--- src/hdl/sprd_pkg.sv ---
package sprd_pkg;

    // Coordinate width; runs wrap modulo 2**COORD_BITS (12..16)
    localparam int COORD_BITS = 16;

    // Result queue geometry
    localparam int FIFO_DEPTH = 4;
    localparam int FIFO_AW    = $clog2(FIFO_DEPTH);
    localparam int FIFO_CW    = $clog2(FIFO_DEPTH + 1);

    // Data type bytes and reset values
    localparam logic [7:0]  DT_4BIT_STRING = 8'h11;
    localparam logic [7:0]  DT_LINE_END    = 8'hf0;
    localparam logic [15:0] ROW_LIMIT_RESET = 16'd576;

    // Run length offsets
    localparam logic [8:0] LEN_OFS_SHORT = 9'd2;
    localparam logic [8:0] LEN_OFS_PIX4  = 9'd4;
    localparam logic [8:0] LEN_OFS_PIX9  = 9'd9;
    localparam logic [8:0] LEN_OFS_PIX25 = 9'd25;

    typedef logic [COORD_BITS-1:0] t_coord;

    typedef enum logic [3:0] {
        PH_TYPE,
        PH_CODE,
        PH_SW,
        PH_PIX4,
        PH_LEN9,
        PH_PIX9,
        PH_LENHI,
        PH_LENLO,
        PH_PIX25
    } t_phase;

    // Switch nibble sub-codes (low two bits with bits 3:2 = 11)
    localparam logic [1:0] SW_ONE_ZERO = 2'd0;
    localparam logic [1:0] SW_TWO_ZERO = 2'd1;
    localparam logic [1:0] SW_LEN9     = 2'd2;
    localparam logic [1:0] SW_LEN25    = 2'd3;

    typedef struct packed {
        logic [15:0] x;
        logic [15:0] y;
        logic [8:0]  len;
        logic [3:0]  code;
        logic        in_region;
        logic        last;
    } t_run;

    // Up to two runs written into the result queue in the same cycle
    typedef struct packed {
        logic [1:0] count;
        t_run       run0;
        t_run       run1;
    } t_push;

    typedef struct packed {
        t_phase     phase;
        logic [7:0] saved;
        logic       done;
    } t_nib_next;

    typedef struct packed {
        logic       emit;
        logic [8:0] len;
        logic [3:0] code;
    } t_nib_emit;

    // Parser state after one nibble of a 4-bit code string
    function automatic t_nib_next nib_next(t_phase ph, logic [7:0] saved, logic [3:0] v);
        t_nib_next r;
        r.phase = PH_CODE;
        r.saved = saved;
        r.done  = 1'b0;
        unique case (ph)
            PH_CODE: begin
                r.phase = (v != 4'd0) ? PH_CODE : PH_SW;
            end
            PH_SW: begin
                if (!v[3]) begin
                    if (v[2:0] == 3'd0) begin
                        r.phase = PH_TYPE;
                        r.done  = 1'b1;
                    end
                end else if (!v[2]) begin
                    r.saved = {6'd0, v[1:0]};
                    r.phase = PH_PIX4;
                end else begin
                    case (v[1:0])
                        SW_LEN9:  r.phase = PH_LEN9;
                        SW_LEN25: r.phase = PH_LENHI;
                        default:  r.phase = PH_CODE;
                    endcase
                end
            end
            PH_LEN9: begin
                r.saved = {4'd0, v};
                r.phase = PH_PIX9;
            end
            PH_LENHI: begin
                r.saved = {4'd0, v};
                r.phase = PH_LENLO;
            end
            PH_LENLO: begin
                r.saved = {saved[3:0], v};
                r.phase = PH_PIX25;
            end
            PH_PIX4, PH_PIX9, PH_PIX25: begin
                r.phase = PH_CODE;
            end
            default: begin
                r.phase = PH_TYPE;
                r.done  = 1'b1;
            end
        endcase
        return r;
    endfunction

    // Run produced by one nibble, if any
    function automatic t_nib_emit nib_emit(t_phase ph, logic [7:0] saved, logic [3:0] v);
        t_nib_emit r;
        r.emit = 1'b0;
        r.len  = 9'd1;
        r.code = 4'd0;
        unique case (ph)
            PH_CODE: begin
                r.emit = (v != 4'd0);
                r.code = v;
            end
            PH_SW: begin
                if (!v[3]) begin
                    r.emit = (v[2:0] != 3'd0);
                    r.len  = 9'(v[2:0]) + LEN_OFS_SHORT;
                end else if (v[2]) begin
                    case (v[1:0])
                        SW_ONE_ZERO: begin
                            r.emit = 1'b1;
                            r.len  = 9'd1;
                        end
                        SW_TWO_ZERO: begin
                            r.emit = 1'b1;
                            r.len  = 9'd2;
                        end
                        default: r.emit = 1'b0;
                    endcase
                end
            end
            PH_PIX4: begin
                r.emit = 1'b1;
                r.len  = 9'(saved) + LEN_OFS_PIX4;
                r.code = v;
            end
            PH_PIX9: begin
                r.emit = 1'b1;
                r.len  = 9'(saved) + LEN_OFS_PIX9;
                r.code = v;
            end
            PH_PIX25: begin
                r.emit = 1'b1;
                r.len  = 9'(saved) + LEN_OFS_PIX25;
                r.code = v;
            end
            default: r.emit = 1'b0;
        endcase
        return r;
    endfunction

endpackage

--- src/hdl/subtitle_4bit_pixel_run_decoder.sv ---
// An accepted byte waits in the input register, then its runs go into the run
// queue, whose head drives the result port; a second run of the byte follows.
// Throughput: one byte per cycle while the queue has room; two-run bytes are
// limited by the port to one run per cycle, buffered by the four-entry queue.
// Reset (synchronous, active low): parser back to expecting a data type,
// column/row/line origin zero, row limit 576, run queue empty.
module subtitle_4bit_pixel_run_decoder import sprd_pkg::*; (
    input  logic        i_clk,
    input  logic        i_rst_n,
    input  logic        i_in_valid,
    output logic        o_in_ready,
    input  logic [7:0]  i_data_byte,
    input  logic        i_block_start,
    input  logic        i_block_end,
    input  logic [11:0] i_origin_x,
    input  logic [11:0] i_origin_y,
    input  logic        i_bottom_field,
    input  logic        i_cfg_valid,
    output logic        o_cfg_ready,
    input  logic [15:0] i_cfg_row_limit,
    output logic        o_out_valid,
    input  logic        i_out_ready,
    output logic [15:0] o_run_x,
    output logic [15:0] o_run_y,
    output logic [8:0]  o_run_len,
    output logic [3:0]  o_color_code,
    output logic        o_in_region,
    output logic        o_last
);

    t_push push;
    logic  room;

    // Register writes are always taken
    assign o_cfg_ready = 1'b1;

    sprd_decode u_decode (
        .i_clk           (i_clk),
        .i_rst_n         (i_rst_n),
        .i_in_valid      (i_in_valid),
        .o_in_ready      (o_in_ready),
        .i_data_byte     (i_data_byte),
        .i_block_start   (i_block_start),
        .i_block_end     (i_block_end),
        .i_origin_x      (i_origin_x),
        .i_origin_y      (i_origin_y),
        .i_bottom_field  (i_bottom_field),
        .i_cfg_valid     (i_cfg_valid),
        .i_cfg_row_limit (i_cfg_row_limit),
        .i_room          (room),
        .o_push          (push)
    );

    sprd_out_fifo u_out_fifo (
        .i_clk        (i_clk),
        .i_rst_n      (i_rst_n),
        .i_push       (push),
        .o_room       (room),
        .o_out_valid  (o_out_valid),
        .i_out_ready  (i_out_ready),
        .o_run_x      (o_run_x),
        .o_run_y      (o_run_y),
        .o_run_len    (o_run_len),
        .o_color_code (o_color_code),
        .o_in_region  (o_in_region),
        .o_last       (o_last)
    );

endmodule

--- src/hdl/sprd_out_fifo.sv ---
module sprd_out_fifo import sprd_pkg::*; (
    input  logic        i_clk,
    input  logic        i_rst_n,
    input  t_push       i_push,
    output logic        o_room,
    output logic        o_out_valid,
    input  logic        i_out_ready,
    output logic [15:0] o_run_x,
    output logic [15:0] o_run_y,
    output logic [8:0]  o_run_len,
    output logic [3:0]  o_color_code,
    output logic        o_in_region,
    output logic        o_last
);

    t_run               r_mem [FIFO_DEPTH];
    logic [FIFO_AW-1:0] r_wr_ptr, n_wr_ptr;
    logic [FIFO_AW-1:0] r_rd_ptr, n_rd_ptr;
    logic [FIFO_CW-1:0] r_count, n_count;
    logic               pop;
    logic [FIFO_AW-1:0] wr_ptr1;
    t_run               head;

    assign pop     = o_out_valid && i_out_ready;
    assign wr_ptr1 = r_wr_ptr + FIFO_AW'(1);

    // Room for two runs once this cycle's pop is counted
    assign o_room = (r_count <= FIFO_CW'(FIFO_DEPTH - 2))
                 || ((r_count == FIFO_CW'(FIFO_DEPTH - 1)) && pop);

    // Pointer and fill count
    always_comb begin
        n_wr_ptr = r_wr_ptr + FIFO_AW'(i_push.count);
        n_rd_ptr = pop ? r_rd_ptr + FIFO_AW'(1) : r_rd_ptr;
        n_count  = r_count + FIFO_CW'(i_push.count) - FIFO_CW'(pop);
    end

    always_ff @(posedge i_clk) begin
        if (!i_rst_n) begin
            r_wr_ptr <= '0;
            r_rd_ptr <= '0;
            r_count  <= '0;
        end else begin
            r_wr_ptr <= n_wr_ptr;
            r_rd_ptr <= n_rd_ptr;
            r_count  <= n_count;
        end
    end

    // Entry writes
    always_ff @(posedge i_clk) begin
        if (i_push.count != 2'd0) begin
            r_mem[r_wr_ptr] <= i_push.run0;
        end
        if (i_push.count == 2'd2) begin
            r_mem[wr_ptr1] <= i_push.run1;
        end
    end

    // Head of queue drives the result port
    assign head         = r_mem[r_rd_ptr];
    assign o_out_valid  = (r_count != '0);
    assign o_run_x      = head.x;
    assign o_run_y      = head.y;
    assign o_run_len    = head.len;
    assign o_color_code = head.code;
    assign o_in_region  = head.in_region;
    assign o_last       = head.last;

endmodule

--- src/hdl/sprd_decode.sv ---
module sprd_decode import sprd_pkg::*; (
    input  logic        i_clk,
    input  logic        i_rst_n,
    input  logic        i_in_valid,
    output logic        o_in_ready,
    input  logic [7:0]  i_data_byte,
    input  logic        i_block_start,
    input  logic        i_block_end,
    input  logic [11:0] i_origin_x,
    input  logic [11:0] i_origin_y,
    input  logic        i_bottom_field,
    input  logic        i_cfg_valid,
    input  logic [15:0] i_cfg_row_limit,
    input  logic        i_room,
    output t_push       o_push
);

    // Input register
    logic        r_in_valid;
    logic [7:0]  r_byte;
    logic        r_start;
    logic        r_end;
    logic [11:0] r_org_x;
    logic [11:0] r_org_y;
    logic        r_bot;

    // Parser state and configuration
    t_phase      r_phase, n_phase;
    logic [7:0]  r_saved, n_saved;
    t_coord      r_col, n_col;
    t_coord      r_row, n_row;
    logic [11:0] r_line_org, n_line_org;
    logic [15:0] r_row_limit;

    logic        fire;
    logic        accept;
    t_phase      ph0;
    logic [7:0]  sv0;
    t_coord      col0;
    t_coord      row0;
    logic [11:0] lo0;
    t_nib_next   nx_a, nx_b;
    t_nib_emit   em_a, em_b;
    logic        emit_a, emit_b;
    t_coord      col_b;
    t_coord      col_end;
    logic        in_reg;
    t_run        run_a, run_b;

    assign fire       = r_in_valid && i_room;
    assign o_in_ready = !r_in_valid || fire;
    assign accept     = i_in_valid && o_in_ready;

    // Input request holding register
    always_ff @(posedge i_clk) begin
        if (!i_rst_n) begin
            r_in_valid <= 1'b0;
        end else if (accept) begin
            r_in_valid <= 1'b1;
        end else if (fire) begin
            r_in_valid <= 1'b0;
        end
    end

    always_ff @(posedge i_clk) begin
        if (accept) begin
            r_byte  <= i_data_byte;
            r_start <= i_block_start;
            r_end   <= i_block_end;
            r_org_x <= i_origin_x;
            r_org_y <= i_origin_y;
            r_bot   <= i_bottom_field;
        end
    end

    // Block start reloads the origin before the byte is parsed
    always_comb begin
        if (r_start) begin
            ph0  = PH_TYPE;
            lo0  = r_org_x;
            col0 = COORD_BITS'(r_org_x);
            row0 = COORD_BITS'(r_org_y) + COORD_BITS'(r_bot);
        end else begin
            ph0  = r_phase;
            lo0  = r_line_org;
            col0 = r_col;
            row0 = r_row;
        end
        sv0 = r_saved;
    end

    // High nibble then low nibble; the low one is dropped after an end code
    always_comb begin
        nx_a   = nib_next(ph0, sv0, r_byte[7:4]);
        em_a   = nib_emit(ph0, sv0, r_byte[7:4]);
        nx_b   = nib_next(nx_a.phase, nx_a.saved, r_byte[3:0]);
        em_b   = nib_emit(nx_a.phase, nx_a.saved, r_byte[3:0]);
        emit_a = (ph0 != PH_TYPE) && em_a.emit;
        emit_b = (ph0 != PH_TYPE) && !nx_a.done && em_b.emit;
        col_b  = emit_a ? col0 + COORD_BITS'(em_a.len) : col0;
        col_end = emit_b ? col_b + COORD_BITS'(em_b.len) : col_b;
    end

    // Next parser state
    always_comb begin
        n_line_org = lo0;
        n_saved    = sv0;
        n_col      = col0;
        n_row      = row0;
        n_phase    = ph0;
        if (ph0 == PH_TYPE) begin
            if (r_byte == DT_4BIT_STRING) begin
                n_phase = PH_CODE;
            end else if (r_byte == DT_LINE_END) begin
                n_col = COORD_BITS'(lo0);
                n_row = row0 + COORD_BITS'(2);
            end
        end else if (nx_a.done) begin
            n_phase = nx_a.phase;
            n_saved = nx_a.saved;
            n_col   = col_end;
        end else begin
            n_phase = nx_b.phase;
            n_saved = nx_b.saved;
            n_col   = col_end;
        end
        if (r_end) begin
            n_phase = PH_TYPE;
        end
    end

    always_ff @(posedge i_clk) begin
        if (!i_rst_n) begin
            r_phase    <= PH_TYPE;
            r_saved    <= '0;
            r_col      <= '0;
            r_row      <= '0;
            r_line_org <= '0;
        end else if (fire) begin
            r_phase    <= n_phase;
            r_saved    <= n_saved;
            r_col      <= n_col;
            r_row      <= n_row;
            r_line_org <= n_line_org;
        end
    end

    // Row limit register
    always_ff @(posedge i_clk) begin
        if (!i_rst_n) begin
            r_row_limit <= ROW_LIMIT_RESET;
        end else if (i_cfg_valid) begin
            r_row_limit <= i_cfg_row_limit;
        end
    end

    // Runs handed to the result queue, packed to the front
    always_comb begin
        in_reg = (16'(row0) < r_row_limit);

        run_a.x         = 16'(col0);
        run_a.y         = 16'(row0);
        run_a.len       = em_a.len;
        run_a.code      = em_a.code;
        run_a.in_region = in_reg;
        run_a.last      = !emit_b;

        run_b.x         = 16'(col_b);
        run_b.y         = 16'(row0);
        run_b.len       = em_b.len;
        run_b.code      = em_b.code;
        run_b.in_region = in_reg;
        run_b.last      = 1'b1;

        o_push.run0  = emit_a ? run_a : run_b;
        o_push.run1  = run_b;
        o_push.count = fire ? (2'(emit_a) + 2'(emit_b)) : 2'd0;
    end

endmodule

--- config.mk ---
export PLATFORM = sky130hd
export DESIGN_NAME = subtitle_4bit_pixel_run_decoder
export DESIGN_NICKNAME = d
export VERILOG_FILES = /design/src/hdl/sprd_pkg.sv /design/src/hdl/subtitle_4bit_pixel_run_decoder.sv /design/src/hdl/sprd_out_fifo.sv /design/src/hdl/sprd_decode.sv
export SDC_FILE = /design/constraint.sdc
export NUM_CORES = 1
export LEC_CHECK = 0
export BUFFER_PORTS_ARGS = -buffer_cell sky130_fd_sc_hd__buf_4
export CELL_PAD_IN_SITES_DETAIL_PLACEMENT = 1
export CELL_PAD_IN_SITES_GLOBAL_PLACEMENT = 1
export CORE_MARGIN = 2
export CORE_UTILIZATION = 45
export CTS_CLUSTER_SIZE = 25
export DETAILED_ROUTE_END_ITERATION = 8
export GPL_ROUTABILITY_DRIVEN = 0
export PLACE_DENSITY = 0.85
export SYNTH_ARGS = -nofsm -noshare
export SYNTH_HDL_FRONTEND = slang
export SYNTH_SLANG_ARGS = --single-unit
export TNS_END_PERCENT = 1
--- constraint.sdc ---
create_clock -name i_clk -period 6.6 [get_ports i_clk]
set_input_delay 0.99 -clock i_clk [delete_from_list [all_inputs] [get_ports i_clk]]
set_output_delay 0.99 -clock i_clk [all_outputs]
set_load 0.1 [all_outputs]
==> qor.yml <==
path_clk_slew_ps: 60
rrSetupSlack_ps: 520
critPathArrivalTime_ps: 6540
vias: 14000
chipHeight_um: 197
synth_most_common_cell: "edfxtp_1"
r2r-start: "u_decode.r_byte[7]"
multi_input_area_mm2: 0.00772
fin_tns_setup_ps: 0
wl_mm: 55.2
max_freq_ghz: 0.165
syn_nets: 1703
yosysTopAreaCell: "edfxtp_1"
synthTopCellsByArea: "edfxtp_1 39%, dfxtp_1 10%, mux4_2 6.3%, ha_1 4.1%, nor2_1 4.1%"
fin_ws_ps: 525
die_area_mm2: 0.0388
synth_edf_count: 219
rows: 70
num-nets-final: 1801
ys_warn_count: 0
synth_flop_cell: "edfxtp_1"
drtIter0Drc: 1347
cts_num_sinks: 305
critPathRequiredTime_ps: 7070
cts_max_path_buffers: 3
rr_worst_depth: 18
hold_start: "u_decode.r_line_org[9]"
hold_buffers: 0
ioPinCount: 106
skew_ps: 25.5
synth_common_cells: "219 x edfxtp_1, 181 x nor2_1, 136 x nand2_1"
holdPathStages: 2
htree_num_levels: 2
drv_cap: 0
core_area_mm2: 0.0366
avgSynthCellArea_um2: 10.5
hold-path-endpoint: "u_decode.r_line_org[9]"
cts_buffers: 35
crit_fanout: 11
path_class: "reg2reg"
setup_viol: 0
peakVddDrop_uv: 334
worstHoldPathType: "reg2reg"
gr-usage-all-layers_pct: 28.7
async_reset_ff_share_pct: 0
worstSkewPairLatency_ps: 560
grt_setup_unrepaired: "false"
antenna_found_initial: 1
ys_seq_elements: 305
grt_pass1_wl_mm: 85.5
cp-start-kind: "flop"
drive_above_1_share_pct: 16.8
n_antenna_cell: 0
cts_root_buf: "clkbuf_16"
viasPerCell: 6.40
slew_violations: 0
hpwl_mm: 37.6
wire_per_inst_um: 25.3
gr-total-overflow: 0
power_density_mw_per_mm2: 325
endpoint_kind: "flop"
timing.hold.ws_ps: 456
grt_pass1_vias: 14600
hold_viol_final: 0
drc: 0
dr.pass1.iters: 5
syn_to_final_growth_pct: 15.4
r2r_end: "u_decode.r_col[13]"
status: "complete, no violations"
synthesis.area_mm2: 0.0167
io_buffers: 104
cts_tree: "built"
start_util_pct: 45.7
die_x_um: 197
ff_latch_area_mm2: 0.00830
ys_seq_area_share_pct: 49.5
period_minus_slack_ps: 6080
preCtsSetupSlack_ps: 826
slew_headroom_pct: 18.9
min_period_over_period_pct: 92.0
grt_max_degree: 53
fillers: 4007
p_leak_nw: 6.97
cts_setup_buffers: 0
cts_resized: 0
yosysUniqueCellTypes: 90
post-synth-top-area-fraction_pct: 39.3
antenna_left: 0
worst_pin_slew_ps: 1220
syn_inst: 1589
worst max path at each step:
stage | endpoint | start | depth (start not counted)
detailed placement | u_decode.r_col[13] | u_decode.r_byte[7] | 18
floorplan | u_decode.r_col[13] | u_decode.r_start | 25
CTS | u_decode.r_col[13] | u_decode.r_byte[7] | 18
global placement | u_decode.r_col[13] | u_decode.r_byte[7] | 18
finish | u_decode.r_col[13] | u_decode.r_byte[7] | 18
global route | u_decode.r_col[10] | u_decode.r_byte[7] | 19
metrics by stage:
step           utilization (%)  power (mW)  cells  cell area (um2)
2_1_floorplan                -        3.84   1589            16700
3_3_place_gp              49.6        4.25   2118            18100
3_5_place_dp              49.6        4.29   2118            18100
4_1_cts                   52.8        6.32   2181            19300
5_1_grt                   52.8        6.48   2181            19300
6_report                  52.8        6.28   2181            19300
cell families (layout without fill, tap and decap cells):
group,Yosys count,count (layout),synth area share [%]
muxes,94,94,9.17
other,1,1,0.0224
xor gates and xnor gates,52,52,2.76
and+or+nand+nor,472,472,13.0
adders and majority gates,60,60,4.59
buffers and inverters,189,313,4.34
DFF,305,305,49.5
AOI/OAI and AO/OA,416,416,16.6
placed cells by master (no fill, tap or decap), types with 15 or more instances in the layout:
cell,Yosys,routed
edfxtp_1,219,219
mux2i_1,42,42
dfxtp_1,86,84
o211ai_1,18,18
a211oi_1,19,19
buf_4,2,153
or3_1,15,15
ha_1,55,55
nor3_1,27,27
mux4_2,47,47
nor2_1,181,181
nand3_1,26,26
nand2_1,136,136
xnor2_1,37,37
o22ai_1,95,95
clkbuf_16,0,35
inv_1,95,90
a21oi_1,75,75
o21ai_0,81,81
cell type report:
| cell class | instances | area share [%] |
|---|---|---|
| sequential | 305 | 42.9 |
| multi-input combinational | 1095 | 39.9 |
| timing repair buffer | 154 | 6.04 |
| clock buffer | 50 | 5.13 |
| tap | 468 | 3.03 |
| inverter | 96 | 1.86 |
| clock inverter | 13 | 1.04 |
critical path, stage by stage (launching register included):
cell and delay (ps):
edfxtp_1 560, or3b_2 510, or3_1 420, and2_1 240
mux2i_1 210, inv_1 150, ha_1 260, a21o_1 170
a221oi_1 910, inv_1 180, ha_1 400, a211oi_1 280
nor2_1 120, o41ai_1 460, o21ai_0 300, nand2_1 150
nor4_2 70, or4_1 420, a32oi_1 190
per-layer routing:
| layer | track usage [%] | wire, um | up-vias |
|---|---|---|---|
| met1 | 38.4 | 22700 | 6899 |
| met2 | 45.1 | 25400 | 730 |
| met3 | 5.70 | 4680 | 175 |
| met4 | 13.4 | 2360 | 2 |
| li1 | - | - | 6145 |
| met5 | 0 | 13 | - |
flip-flops by register name, indices dropped and copies added, names as in the netlist, named ones only:
signal	cells
u_decode.r_phase	4
u_decode.r_in_valid	1
u_out_fifo.r_count	3
u_decode.r_col	16
u_decode.r_row_limit	16
u_decode.r_saved	8
u_decode.r_bot	1
u_out_fifo.r_wr_ptr	2
u_decode.r_org_y	12
u_decode.r_org_x	12
u_decode.r_end	1
u_decode.r_line_org	12
u_decode.r_start	1
u_decode.r_row	16
u_decode.r_byte	8
u_out_fifo.r_rd_ptr	2
u_out_fifo.r_mem	188
report_power, final:
group | switching [mW] | internal [mW]
clock | 0.811 | 1.21
sequential | 0.142 | 2.11
combinational | 1.44 | 0.568
Power figures use the tool's default switching activity.
